## src/rtl/rcfd_pkg.sv

```systemverilog
// rcfd_pkg: shared constants, codes and types for the serial rc frame decoder
// no dependencies; imported by every rtl module of the decoder
`default_nettype none

package rcfd_pkg;

    localparam int CHANNEL_COUNT_DEF = 14;
    localparam int FRAME_BYTES       = 32;
    localparam int CHANNEL_MAX       = 14;

    localparam logic [7:0]  HDR_FIRST   = 8'h20;
    localparam logic [7:0]  HDR_SECOND  = 8'h40;
    localparam logic [15:0] CKSUM_INIT  = 16'hFFFF;
    localparam logic [3:0]  USED_RESET  = 4'd10;

    // byte positions of the checksum word
    localparam logic [4:0]  CKSUM_LO_POS = 5'(FRAME_BYTES - 2);
    localparam logic [4:0]  CKSUM_HI_POS = 5'(FRAME_BYTES - 1);

    localparam logic STATUS_GOOD = 1'b0;
    localparam logic STATUS_BAD  = 1'b1;

    typedef enum logic [2:0] {
        PH_HUNT    = 3'b001,
        PH_WAIT    = 3'b010,
        PH_COLLECT = 3'b100
    } phase_t;

    // one finished frame handed from front to back
    typedef struct packed {
        logic good;
        logic bank;
    } cmd_t;

    // back tells front that a word bank may be reused
    typedef struct packed {
        logic valid;
        logic bank;
    } bank_free_t;

    // back reads one word of a bank
    typedef struct packed {
        logic       bank;
        logic [3:0] idx;
    } rd_req_t;

endpackage

`default_nettype wire

```

## src/rtl/rcfd_cmd_fifo.sv

```systemverilog
// rcfd_cmd_fifo: two-entry queue of finished-frame words between front and back
// depends on rcfd_pkg (cmd_t)
`default_nettype none

module rcfd_cmd_fifo
    import rcfd_pkg::*;
(
    input  wire logic clk,
    input  wire logic rst_n,
    input  wire logic wr_en,
    input  wire cmd_t wr_data,
    output logic      full,
    input  wire logic rd_en,
    output cmd_t      rd_data,
    output logic      empty
);

    cmd_t       mem_reg [2];
    logic       wr_ptr_reg;
    logic       wr_ptr_next;
    logic       rd_ptr_reg;
    logic       rd_ptr_next;
    logic [1:0] count_reg;
    logic [1:0] count_next;
    logic       do_wr;
    logic       do_rd;

    assign full    = (count_reg == 2'd2);
    assign empty   = (count_reg == 2'd0);
    assign do_wr   = wr_en && !full;
    assign do_rd   = rd_en && !empty;
    assign rd_data = mem_reg[rd_ptr_reg];

    always_comb
    begin
        wr_ptr_next = wr_ptr_reg ^ do_wr;
        rd_ptr_next = rd_ptr_reg ^ do_rd;
        count_next  = count_reg;
        if (do_wr && !do_rd)
        begin
            count_next = count_reg + 2'd1;
        end
        else if (do_rd && !do_wr)
        begin
            count_next = count_reg - 2'd1;
        end
    end

    always_ff @(posedge clk or negedge rst_n)
    begin
        if (!rst_n)
        begin
            wr_ptr_reg <= 1'b0;
            rd_ptr_reg <= 1'b0;
            count_reg  <= 2'd0;
        end
        else
        begin
            wr_ptr_reg <= wr_ptr_next;
            rd_ptr_reg <= rd_ptr_next;
            count_reg  <= count_next;
        end
    end

    always_ff @(posedge clk)
    begin
        if (do_wr)
        begin
            mem_reg[wr_ptr_reg] <= wr_data;
        end
    end

endmodule

`default_nettype wire

```

## src/rtl/rcfd_front.sv

```systemverilog
// rcfd_front: header hunt, byte position tracking, checksum and word assembly
// into two word banks; depends on rcfd_pkg
`default_nettype none

module rcfd_front
    import rcfd_pkg::*;
#(
    parameter int CHANNEL_COUNT = CHANNEL_COUNT_DEF
)
(
    input  wire logic       clk,
    input  wire logic       rst_n,
    input  wire logic       push,
    input  wire logic [7:0] rx_byte,
    output logic            full,
    output logic            cmd_push,
    output cmd_t            cmd,
    input  wire logic       cmd_full,
    input  wire bank_free_t free,
    input  wire rd_req_t    rd,
    output logic [15:0]     rd_word
);

    localparam int         IDX_W    = (CHANNEL_COUNT > 1) ? $clog2(CHANNEL_COUNT) : 1;
    localparam logic [4:0] CHAN_END = 5'(2 + 2 * CHANNEL_COUNT);

    phase_t      phase_reg;
    phase_t      phase_next;
    logic [4:0]  pos_reg;
    logic [4:0]  pos_next;
    logic [15:0] cksum_reg;
    logic [15:0] cksum_next;
    logic [7:0]  low_reg;
    logic [7:0]  low_next;
    logic        bank_reg;
    logic        bank_next;
    logic [1:0]  busy_reg;
    logic [1:0]  busy_next;

    logic [15:0] words_reg [2][CHANNEL_COUNT];

    logic             accept;
    logic             word_pos;
    logic             wr_en;
    logic             set_busy;
    logic [4:0]       pos_m2;
    logic [IDX_W-1:0] wr_idx;

    assign word_pos = (pos_reg < CHAN_END) && pos_reg[0];
    assign full     = (phase_reg == PH_COLLECT)
                   && (((pos_reg == CKSUM_HI_POS) && cmd_full)
                       || (word_pos && busy_reg[bank_reg]));
    assign accept   = push && !full;
    assign pos_m2   = pos_reg - 5'd2;
    assign wr_idx   = pos_m2[IDX_W:1];
    assign rd_word  = words_reg[rd.bank][rd.idx[IDX_W-1:0]];

    always_comb
    begin
        phase_next = phase_reg;
        pos_next   = pos_reg;
        cksum_next = cksum_reg;
        low_next   = low_reg;
        bank_next  = bank_reg;
        wr_en      = 1'b0;
        set_busy   = 1'b0;
        cmd_push   = 1'b0;
        cmd.good   = 1'b0;
        cmd.bank   = bank_reg;
        if (accept)
        begin
            unique case (phase_reg)
                PH_WAIT:
                begin
                    if (rx_byte == HDR_SECOND)
                    begin
                        cksum_next = cksum_reg - {8'd0, rx_byte};
                        pos_next   = 5'd2;
                        phase_next = PH_COLLECT;
                    end
                end
                PH_COLLECT:
                begin
                    if (pos_reg < CKSUM_LO_POS)
                    begin
                        // bytes past the channel words are skipped
                        if (pos_reg < CHAN_END)
                        begin
                            cksum_next = cksum_reg - {8'd0, rx_byte};
                            if (!pos_reg[0])
                            begin
                                low_next = rx_byte;
                            end
                            else
                            begin
                                wr_en = 1'b1;
                            end
                        end
                        pos_next = pos_reg + 5'd1;
                    end
                    else if (pos_reg == CKSUM_LO_POS)
                    begin
                        low_next = rx_byte;
                        pos_next = CKSUM_HI_POS;
                    end
                    else
                    begin
                        cmd_push   = 1'b1;
                        cmd.good   = ({rx_byte, low_reg} == cksum_reg);
                        phase_next = PH_HUNT;
                        pos_next   = 5'd0;
                        cksum_next = CKSUM_INIT;
                        if (cmd.good)
                        begin
                            set_busy  = 1'b1;
                            bank_next = !bank_reg;
                        end
                    end
                end
                default:
                begin
                    if (rx_byte == HDR_FIRST)
                    begin
                        cksum_next = CKSUM_INIT - {8'd0, rx_byte};
                        pos_next   = 5'd1;
                        phase_next = PH_WAIT;
                    end
                    else
                    begin
                        phase_next = PH_HUNT;
                    end
                end
            endcase
        end
    end

    always_comb
    begin
        busy_next = busy_reg;
        if (free.valid)
        begin
            busy_next[free.bank] = 1'b0;
        end
        if (set_busy)
        begin
            busy_next[bank_reg] = 1'b1;
        end
    end

    always_ff @(posedge clk or negedge rst_n)
    begin
        if (!rst_n)
        begin
            phase_reg <= PH_HUNT;
            pos_reg   <= 5'd0;
            cksum_reg <= CKSUM_INIT;
            low_reg   <= 8'd0;
            bank_reg  <= 1'b0;
            busy_reg  <= 2'b00;
        end
        else
        begin
            phase_reg <= phase_next;
            pos_reg   <= pos_next;
            cksum_reg <= cksum_next;
            low_reg   <= low_next;
            bank_reg  <= bank_next;
            busy_reg  <= busy_next;
        end
    end

    always_ff @(posedge clk)
    begin
        if (wr_en)
        begin
            words_reg[bank_reg][wr_idx] <= {rx_byte, low_reg};
        end
    end

endmodule

`default_nettype wire

```

## src/rtl/rcfd_back.sv

```systemverilog
// rcfd_back: turns queued frame words into channel or error results,
// holds used_channels and the result register; depends on rcfd_pkg
`default_nettype none

module rcfd_back
    import rcfd_pkg::*;
#(
    parameter int CHANNEL_COUNT = CHANNEL_COUNT_DEF
)
(
    input  wire logic        clk,
    input  wire logic        rst_n,
    input  wire logic        cfg_wr_en,
    input  wire logic [3:0]  used_channels,
    input  wire cmd_t        head,
    input  wire logic        cmd_empty,
    output logic             cmd_pop,
    output bank_free_t       free,
    output rd_req_t          rd,
    input  wire logic [15:0] rd_word,
    output logic             empty,
    input  wire logic        pop,
    output logic             frame_status,
    output logic [3:0]       channel_index,
    output logic [15:0]      channel_value,
    output logic             last
);

    localparam logic [3:0] CH_MAX = 4'(CHANNEL_COUNT);

    logic [3:0]  used_reg;
    logic [3:0]  idx_reg;
    logic [3:0]  idx_next;
    logic        valid_reg;
    logic        valid_next;
    logic        status_reg;
    logic        status_next;
    logic [3:0]  index_reg;
    logic [3:0]  index_next;
    logic [15:0] value_reg;
    logic [15:0] value_next;
    logic        last_reg;
    logic        last_next;

    logic [3:0]  n_used;
    logic        advance;
    logic        at_last;

    assign n_used  = (used_reg > CH_MAX) ? CH_MAX : used_reg;
    assign advance = !cmd_empty && (!valid_reg || pop);
    assign at_last = (idx_reg == n_used - 4'd1);
    assign rd.bank = head.bank;
    assign rd.idx  = idx_reg;

    assign empty         = !valid_reg;
    assign frame_status  = status_reg;
    assign channel_index = index_reg;
    assign channel_value = value_reg;
    assign last          = last_reg;

    always_comb
    begin
        idx_next    = idx_reg;
        valid_next  = valid_reg && !pop;
        status_next = status_reg;
        index_next  = index_reg;
        value_next  = value_reg;
        last_next   = last_reg;
        cmd_pop     = 1'b0;
        free.valid  = 1'b0;
        free.bank   = head.bank;
        if (advance)
        begin
            if (!head.good)
            begin
                valid_next  = 1'b1;
                status_next = STATUS_BAD;
                index_next  = 4'd0;
                value_next  = 16'd0;
                last_next   = 1'b1;
                cmd_pop     = 1'b1;
            end
            else if (n_used == 4'd0)
            begin
                // good frame with no channels in use: nothing to emit
                cmd_pop    = 1'b1;
                free.valid = 1'b1;
            end
            else
            begin
                valid_next  = 1'b1;
                status_next = STATUS_GOOD;
                index_next  = idx_reg;
                value_next  = rd_word;
                last_next   = at_last;
                if (at_last)
                begin
                    cmd_pop    = 1'b1;
                    free.valid = 1'b1;
                    idx_next   = 4'd0;
                end
                else
                begin
                    idx_next = idx_reg + 4'd1;
                end
            end
        end
    end

    always_ff @(posedge clk or negedge rst_n)
    begin
        if (!rst_n)
        begin
            used_reg  <= USED_RESET;
            idx_reg   <= 4'd0;
            valid_reg <= 1'b0;
        end
        else
        begin
            if (cfg_wr_en)
            begin
                used_reg <= used_channels;
            end
            idx_reg   <= idx_next;
            valid_reg <= valid_next;
        end
    end

    always_ff @(posedge clk)
    begin
        status_reg <= status_next;
        index_reg  <= index_next;
        value_reg  <= value_next;
        last_reg   <= last_next;
    end

endmodule

`default_nettype wire

```

## src/rtl/rc_serial_frame_channel_decoder_unit.sv

```systemverilog
// rc_serial_frame_channel_decoder_unit: top level of the serial rc frame decoder
// depends on rcfd_pkg, rcfd_front, rcfd_cmd_fifo, rcfd_back
//
//   side     handshake        payload
//   input    push / full      rx_byte[7:0]
//   result   empty / pop      frame_status, channel_index[3:0], channel_value[15:0], last
//   config   cfg_wr_en        used_channels[3:0]
//
// one byte is taken per cycle while full is low; a frame's results follow one per cycle from the result
// register while pop is held, up to used_channels words or one error word after the final checksum byte
// word storage is two banks, so the front stalls a word write only when both
// banks still wait to be emitted, and the final byte when the frame queue is full
// reset is asynchronous and immediate; no clearing pass
`default_nettype none

module rc_serial_frame_channel_decoder_unit
    import rcfd_pkg::*;
#(
    parameter int CHANNEL_COUNT = CHANNEL_COUNT_DEF
)
(
    input  wire logic        clk,
    input  wire logic        rst_n,
    input  wire logic        push,
    output logic             full,
    input  wire logic [7:0]  rx_byte,
    output logic             empty,
    input  wire logic        pop,
    output logic             frame_status,
    output logic [3:0]       channel_index,
    output logic [15:0]      channel_value,
    output logic             last,
    input  wire logic        cfg_wr_en,
    input  wire logic [3:0]  used_channels
);

    cmd_t        cmd_in;
    cmd_t        cmd_head;
    logic        cmd_push;
    logic        cmd_full;
    logic        cmd_pop;
    logic        cmd_empty;
    bank_free_t  free;
    rd_req_t     rd;
    logic [15:0] rd_word;

    rcfd_front #(
        .CHANNEL_COUNT(CHANNEL_COUNT)
    ) u_front (
        .clk      (clk),
        .rst_n    (rst_n),
        .push     (push),
        .rx_byte  (rx_byte),
        .full     (full),
        .cmd_push (cmd_push),
        .cmd      (cmd_in),
        .cmd_full (cmd_full),
        .free     (free),
        .rd       (rd),
        .rd_word  (rd_word)
    );

    rcfd_cmd_fifo u_fifo (
        .clk     (clk),
        .rst_n   (rst_n),
        .wr_en   (cmd_push),
        .wr_data (cmd_in),
        .full    (cmd_full),
        .rd_en   (cmd_pop),
        .rd_data (cmd_head),
        .empty   (cmd_empty)
    );

    rcfd_back #(
        .CHANNEL_COUNT(CHANNEL_COUNT)
    ) u_back (
        .clk           (clk),
        .rst_n         (rst_n),
        .cfg_wr_en     (cfg_wr_en),
        .used_channels (used_channels),
        .head          (cmd_head),
        .cmd_empty     (cmd_empty),
        .cmd_pop       (cmd_pop),
        .free          (free),
        .rd            (rd),
        .rd_word       (rd_word),
        .empty         (empty),
        .pop           (pop),
        .frame_status  (frame_status),
        .channel_index (channel_index),
        .channel_value (channel_value),
        .last          (last)
    );

endmodule

`default_nettype wire

```

## config.mk

```make
export PLATFORM = sky130hd
export DESIGN_NAME = rc_serial_frame_channel_decoder_unit
export DESIGN_NICKNAME = d
export VERILOG_FILES = /design/src/rtl/rcfd_pkg.sv /design/src/rtl/rcfd_cmd_fifo.sv /design/src/rtl/rcfd_front.sv /design/src/rtl/rcfd_back.sv /design/src/rtl/rc_serial_frame_channel_decoder_unit.sv
export SDC_FILE = /design/constraint.sdc
export NUM_CORES = 1
export LEC_CHECK = 0
export ABC_AREA = 1
export BUFFER_PORTS_ARGS = -buffer_cell sky130_fd_sc_hd__buf_2
export CELL_PAD_IN_SITES_DETAIL_PLACEMENT = 1
export CELL_PAD_IN_SITES_GLOBAL_PLACEMENT = 1
export CORE_ASPECT_RATIO = 1.75
export CORE_MARGIN = 1.5
export CORE_UTILIZATION = 46
export DETAILED_ROUTE_END_ITERATION = 10
export PLACE_DENSITY = 0.77
export SYNTH_ARGS = -nofsm -noshare
export SYNTH_HDL_FRONTEND = slang
export SYNTH_SLANG_ARGS = --single-unit
```

## constraint.sdc

```tcl
create_clock -name clk -period 2.88 [get_ports clk]
set_input_delay 0.576 -clock clk [delete_from_list [all_inputs] [get_ports clk]]
set_output_delay 0.576 -clock clk [all_outputs]
set_load 0.05 [all_outputs]
```

* Word level (Yosys, flattened, before mapping)
Memory sizes are Yosys's and may differ from the RTL's. Cells that the tools add are included.
Storage, ports and cells: input port bits 17, flip-flop bits (word level) 70, word-level logic and storage cells 165, memories 2, output and inout bits 24, memory bits (writable) 452
Cells by class: reductions and logical operators 36, eq/ne operators 15, $lt $le $gt $ge 9, bitwise logic cells 10, multiplexer cells 69, add/sub/neg operators 8
Memories:
- u_front.words_reg | depth 2, bits a word 224, rd ports 1, clocked after memory_dff 0, wr ports 1, line rcfd_front.sv:40 | logic [15:0] words_reg [2][CHANNEL_COUNT];
- u_fifo.mem_reg | depth 2, bits a word 2, rd ports 1, clocked after memory_dff 0, wr ports 1, line rcfd_cmd_fifo.sv:18 | cmd_t mem_reg [2];
Operators with widths (number):
- $mux 224 | 1
- $mux 16 | 8
- $bmux 16 s4 | 1
- $demux 16 s4 | 1
- $mux 1 | 35
- $pmux 16 s2 | 1
- $mux 8 | 3
- $mux 5 | 4
- $eq 16x16->1 | 1
- $sub 16x8->16 | 1
- $logic_and 1x1->1 | 14
- $mux 4 | 3
- $reduce_and 4->1 | 3
- $eq 5x5->1 const B | 2
- $ge 5x5->1 const B | 2
- $mux 2 | 5
- $not 4->5 | 2
- $pmux 5 s2 | 1
- $sub 1x9->10 const A | 1
- $mux 3 | 3
- $eq 8x6->1 const B | 1
- $eq 8x7->1 const B | 1
- $logic_not 1->1 | 8
- $ne 2x2->1 const B | 4
- other kinds (32) | 41

* Depth between registers and ports, before layout
word-level depth 13, depth in mapped cells 14, mapped depth without buffers 14

* Hierarchy
From an unflattened synthesis, not the netlist that was laid out.
Second synthesis, totals: cells, all modules 1930, area, all modules 22225.1 µm²
By module, submodules not included:
- rcfd_front | instances 1, cells each 1738, area each 20407.1 µm², seq. area each 14350.0 µm²
- rcfd_back | instances 1, cells each 153, area each 1441.4 µm², seq. area each 888.4 µm²
- rcfd_cmd_fifo | instances 1, cells each 39, area each 376.6 µm², seq. area each 220.2 µm²

* Worst setup path after synthesis
OpenSTA, ideal clock, no wires.
path kind reg-to-reg, start reg u_front.pos_reg[0], end mem u_front.words_reg[0][112] (netlist bit) (enable), clock period less this slack 2.751 ns, path buffers 1, slack 0.129 ns, library setup time 0.388 ns, required time 2.492 ns, data arrival time 2.362 ns, stages on the path, launching flop included 13, cell sequence dfrtp_1 > ha_1 > nand2_1 > nor2_1 > ha_1 > nand3_1 > nand2_1 > nand2_2 > nand2_2 > nor3_4 > buf_4 > nand4_1 > nor2_1
Between the ends: cells in the longest elaborated chain, start to end 10, elaborated cells on any way between the ends 22, those cells by class add/sub (1); order compare (3); eq/ne (1); mux (8); bitwise (1); reduce/logical (8)
Ends and longest elaborated chain:
- start, declared | line rcfd_front.sv:29 | logic [4:0] pos_reg;
- start signal, assigned | line rcfd_front.sv:164 | pos_reg <= pos_next;
- branches (longest 9 deep; another with $sub 5x2->5)
- $mux 224 (not written as such) * | line rcfd_front.sv:176 | words_reg[bank_reg][wr_idx] <= {rx_byte, low_reg};
- end, declared | line rcfd_front.sv:40
Mark *: on every way between the ends.

* Worst setup path after layout
start reg u_fifo.rd_ptr_reg, end reg u_back.value_reg[2], in the netlist u_back.channel_value[2], data pin
Between the ends: cells in the longest elaborated chain, start to end 6
Ends and longest elaborated chain:
- start, declared | line rcfd_cmd_fifo.sv:21 | logic rd_ptr_reg;
- start signal, assigned | line rcfd_cmd_fifo.sv:60 | rd_ptr_reg <= rd_ptr_next;
- $mem_v2 2x2 *
- $mem_v2 2x224
- $bmux 16 s4 | line rcfd_front.sv:56 | assign rd_word = words_reg[rd.bank][rd.idx[IDX_W-1:0]];
- $mux 16 (not written as such) (2 in series) | line rcfd_front.sv:56
- $mux 16 | line rcfd_back.sv:83 | else if (n_used == 4'd0)
- end signal, assigned | line rcfd_back.sv:133 | value_reg <= value_next;
- end, declared | line rcfd_back.sv:40 | logic [15:0] value_reg;
Every way passes the cells marked *; elsewhere a longest branch is shown, timed or not. The select of a mux whose other input is x is not followed. A chain may end at the register's enable or synchronous reset.

==> reports/qor.txt <==
initial antenna violation count = 0
Die H = 297 um
row cnt = 107
status = finished clean
Slew headroom = 46.2%
port buffer count = 40
PostCTS Resize Cnt = 0
Syn Area/Cell = 11.2 sq um
Setup Crit Path Kind = register to register
final setup violation count = 0
Pre-antenna DRT Iters = 5
Final Max Slew Viols = 0
Arr. time, crit path = 3.06 ns
max incr delay on CP = 0.43 ns
most common cell after layout, fill and taps aside = edfxtp_1
all-layer global routing usage = 28.4%
pwr dens = 917 nW/um^2
Syn. warnings = 0
Largest register FFs = 448
crit path cell chain = nand2_1 > nand2_8 > buf_12 > o21ai_0 > nand2_1 > nand2_1 > nand2_1 > inv_1 > nand2_1 > nand2_1 > nand2_1
CP top delay family = simple AND/OR/NAND/NOR gates
FF+latch area = 15,500 sq um
Final ANT Viol Nets = 0
synthesized area = 22,700 sq um
grt total ovfl = 0
final net count = 2,141
root buffer cell = clkbuf_16
Critical-path top delay cell = dfrtp_1
Cell Count, Final, Fillers Out = 2,800
final core occ = 52.4%
HP Class = input port to register
1st-iter DRT viols = 1,319
layout cells sized above 1 = 13.0%
final instance area = 25,500 sq um
Peak Freq = 366 MHz
initial core utilization = 46.5%
pin count of the biggest net entering global routing = 113
post-synthesis sequential area ratio = 68.2%
H-Tree Depth = 2
# clock sinks = 522
Post-Syn Instances = 2,029
RSZ-0062 raised after global routing = no
fin crit period = 2.74 ns
Yosys reg bits = 522
Placed Cells = 2,712
Post-DP HPWL = 46,300 um
R2R Setup Slk = 0.14 ns
Fin Clk Skew = 0.0279 ns
die area = 50,700 sq um
Remaining DRCs = 0
Critical Path End Type = register
fillers = 5,228
clk_lat worst skew = 0.59 ns
placed standard-cell area = 24,000 sq um
io pins = 41
number of distinct library cells after synthesis = 41
Clock transition at path regs = 0.07 ns
core area = 48,700 sq um
Setup Fix Bufs, Post-CTS = 0
Worst setup SP type = register
period utilisation layout = 95.0%
drt wl/cell = 25.0 um
ant diodes = 0
worst slew pin tran = 0.807 ns
critical path peak fanout = 43
clock buffer depth = 3
most frequent cells in the layout = edfxtp_1 (474), nand2_1 (326), inv_1 (221)
CP dominant cell by count = nand2_1
LEAKAGE = 9.71 nW
Area Growth Syn to Fin = 12.7%
Die Wd = 171 um
Via density = 5.67
Post-Route WL = 69,900 um
Num CTS Buffers = 47
MaxCap Viol Count = 0
vias in the first global route = 17,197
gpl congestion = 0.858
Setup Total Neg Slack = 0 ns
CTS tree = yes
DR vias = 15,886
global-route wire length before repair = 104,000 um
hold buffers post-CTS = 1
VDD IR-drop max = 0.000583 V
syn nets = 2,062
Crit path required time = 3.20 ns
Final Hold Violating Endpoints = 0
Multi-input gate area = 5750 sq um
CP Buf/Inv Count = 2
-- per-stage QoR --
step	power [mW]	setup WS, ns	hold WS (ns)
floorplan	14.2	0.129	0.280
global placement	16.7	0.219	0.460
detailed placement	17.1	0.177	0.489
CTS	23.4	0.152	0.186
global route	24.3	0.00462	0.213
finish	23.4	0.144	0.194
-- final cells by class --
cell class              count  share of cell area, %
clock buffers              61                   4.89
clock inverters            26                   1.11
inverters                 233                   3.44
multi-input cells        1171                   22.5
flip-flops and latches    522                   60.6
well taps                 654                   3.20
repair buffers            133                   4.26
-- routing by layer --
metal	share of wire (%)	GRT usage, %	up-vias
li1	-	-	7182
met1	35	30.4	7974
met2	53	52.1	540
met3	5.0	3.83	190
met4	6.8	17.9	0
met5	0	0	-
-- power breakdown --
| group | switching (mW) | total (mW) | leakage (nW) | internal [mW] |
|---|---|---|---|---|
| Clock | 2.82 | 6.35 | 0.747 | 3.53 |
| Sequential | 0.168 | 8.73 | 5.05 | 8.56 |
| Combinational | 6.14 | 8.34 | 3.91 | 2.19 |
-- worst paths after layout --
| path | start | to | depth (start not counted) |
|---|---|---|---|
| max in group asynchronous | rst_n | u_front.cksum_reg[7]$_DFFE_PN1P_ | 3 |
| worst min-delay path | pop | u_back.valid_reg$_DFF_PN0_ | 2 |
| worst max-delay path | u_fifo.rd_ptr_reg$_DFF_PN0_ | u_back.channel_value[2]$_SDFFCE_PN0P_ | 11 |
| min in group asynchronous | rst_n | u_back.idx_reg[2]$_DFFE_PN0P_ | 2 |
| worst min register to register | u_front.cksum_reg[0]$_DFFE_PN1P_ | u_front.cksum_reg[0]$_DFFE_PN1P_ | 2 |
| worst max register to register | u_fifo.rd_ptr_reg$_DFF_PN0_ | u_back.channel_value[2]$_SDFFCE_PN0P_ | 11 |
-- cell usage after synthesis --
cell | instances | area [sq um]
buf_6 | 20 | 225
inv_1 | 221 | 830
a211oi_1 | 1 | 7.51
clkinv_1 | 2 | 7.51
buf_2 | 20 | 100
o21a_1 | 2 | 15.0
nor2_2 | 3 | 18.8
or2_2 | 3 | 18.8
nand3b_1 | 2 | 15.0
nor4_1 | 2 | 12.5
clkbuf_1 | 36 | 135
o21ai_1 | 81 | 405
buf_1 | 16 | 60.1
clkbuf_2 | 4 | 20.0
or2_1 | 1 | 6.26
o22ai_1 | 9 | 56.3
a31oi_1 | 2 | 12.5
buf_4 | 7 | 52.6
nand2_1 | 326 | 1220
a22oi_1 | 3 | 22.5
o21ai_2 | 9 | 78.8
ha_1 | 15 | 188
nand4_1 | 19 | 119
dfstp_2 | 19 | 499
a21o_1 | 2 | 15.0
a21oi_1 | 141 | 706
xor2_1 | 18 | 158
nand3_1 | 201 | 1010
nor3_4 | 2 | 32.5
fa_1 | 1 | 20.0
a21oi_2 | 24 | 210
inv_2 | 10 | 37.5
nor2_1 | 147 | 552
nor3_1 | 10 | 50.1
nand2_2 | 5 | 31.3
edfxtp_1 | 474 | 14200
o21bai_1 | 2 | 15.0
dfrtp_1 | 29 | 726
xnor2_1 | 7 | 61.3
o211ai_1 | 5 | 37.5
o21ai_0 | 128 | 641
-- logic make-up after synthesis --
kind of cell | count (synthesis) | synth area share [%]
DFF | 522 | 68.2
buffers and inverters | 336 | 6.48
AOI/OAI and AO/OA | 409 | 9.81
adders and majority gates | 16 | 0.917
xor gates and xnor gates | 25 | 0.966
and+or+nand+nor | 721 | 13.6
Note: power is estimated with default switching activity, not from simulation.
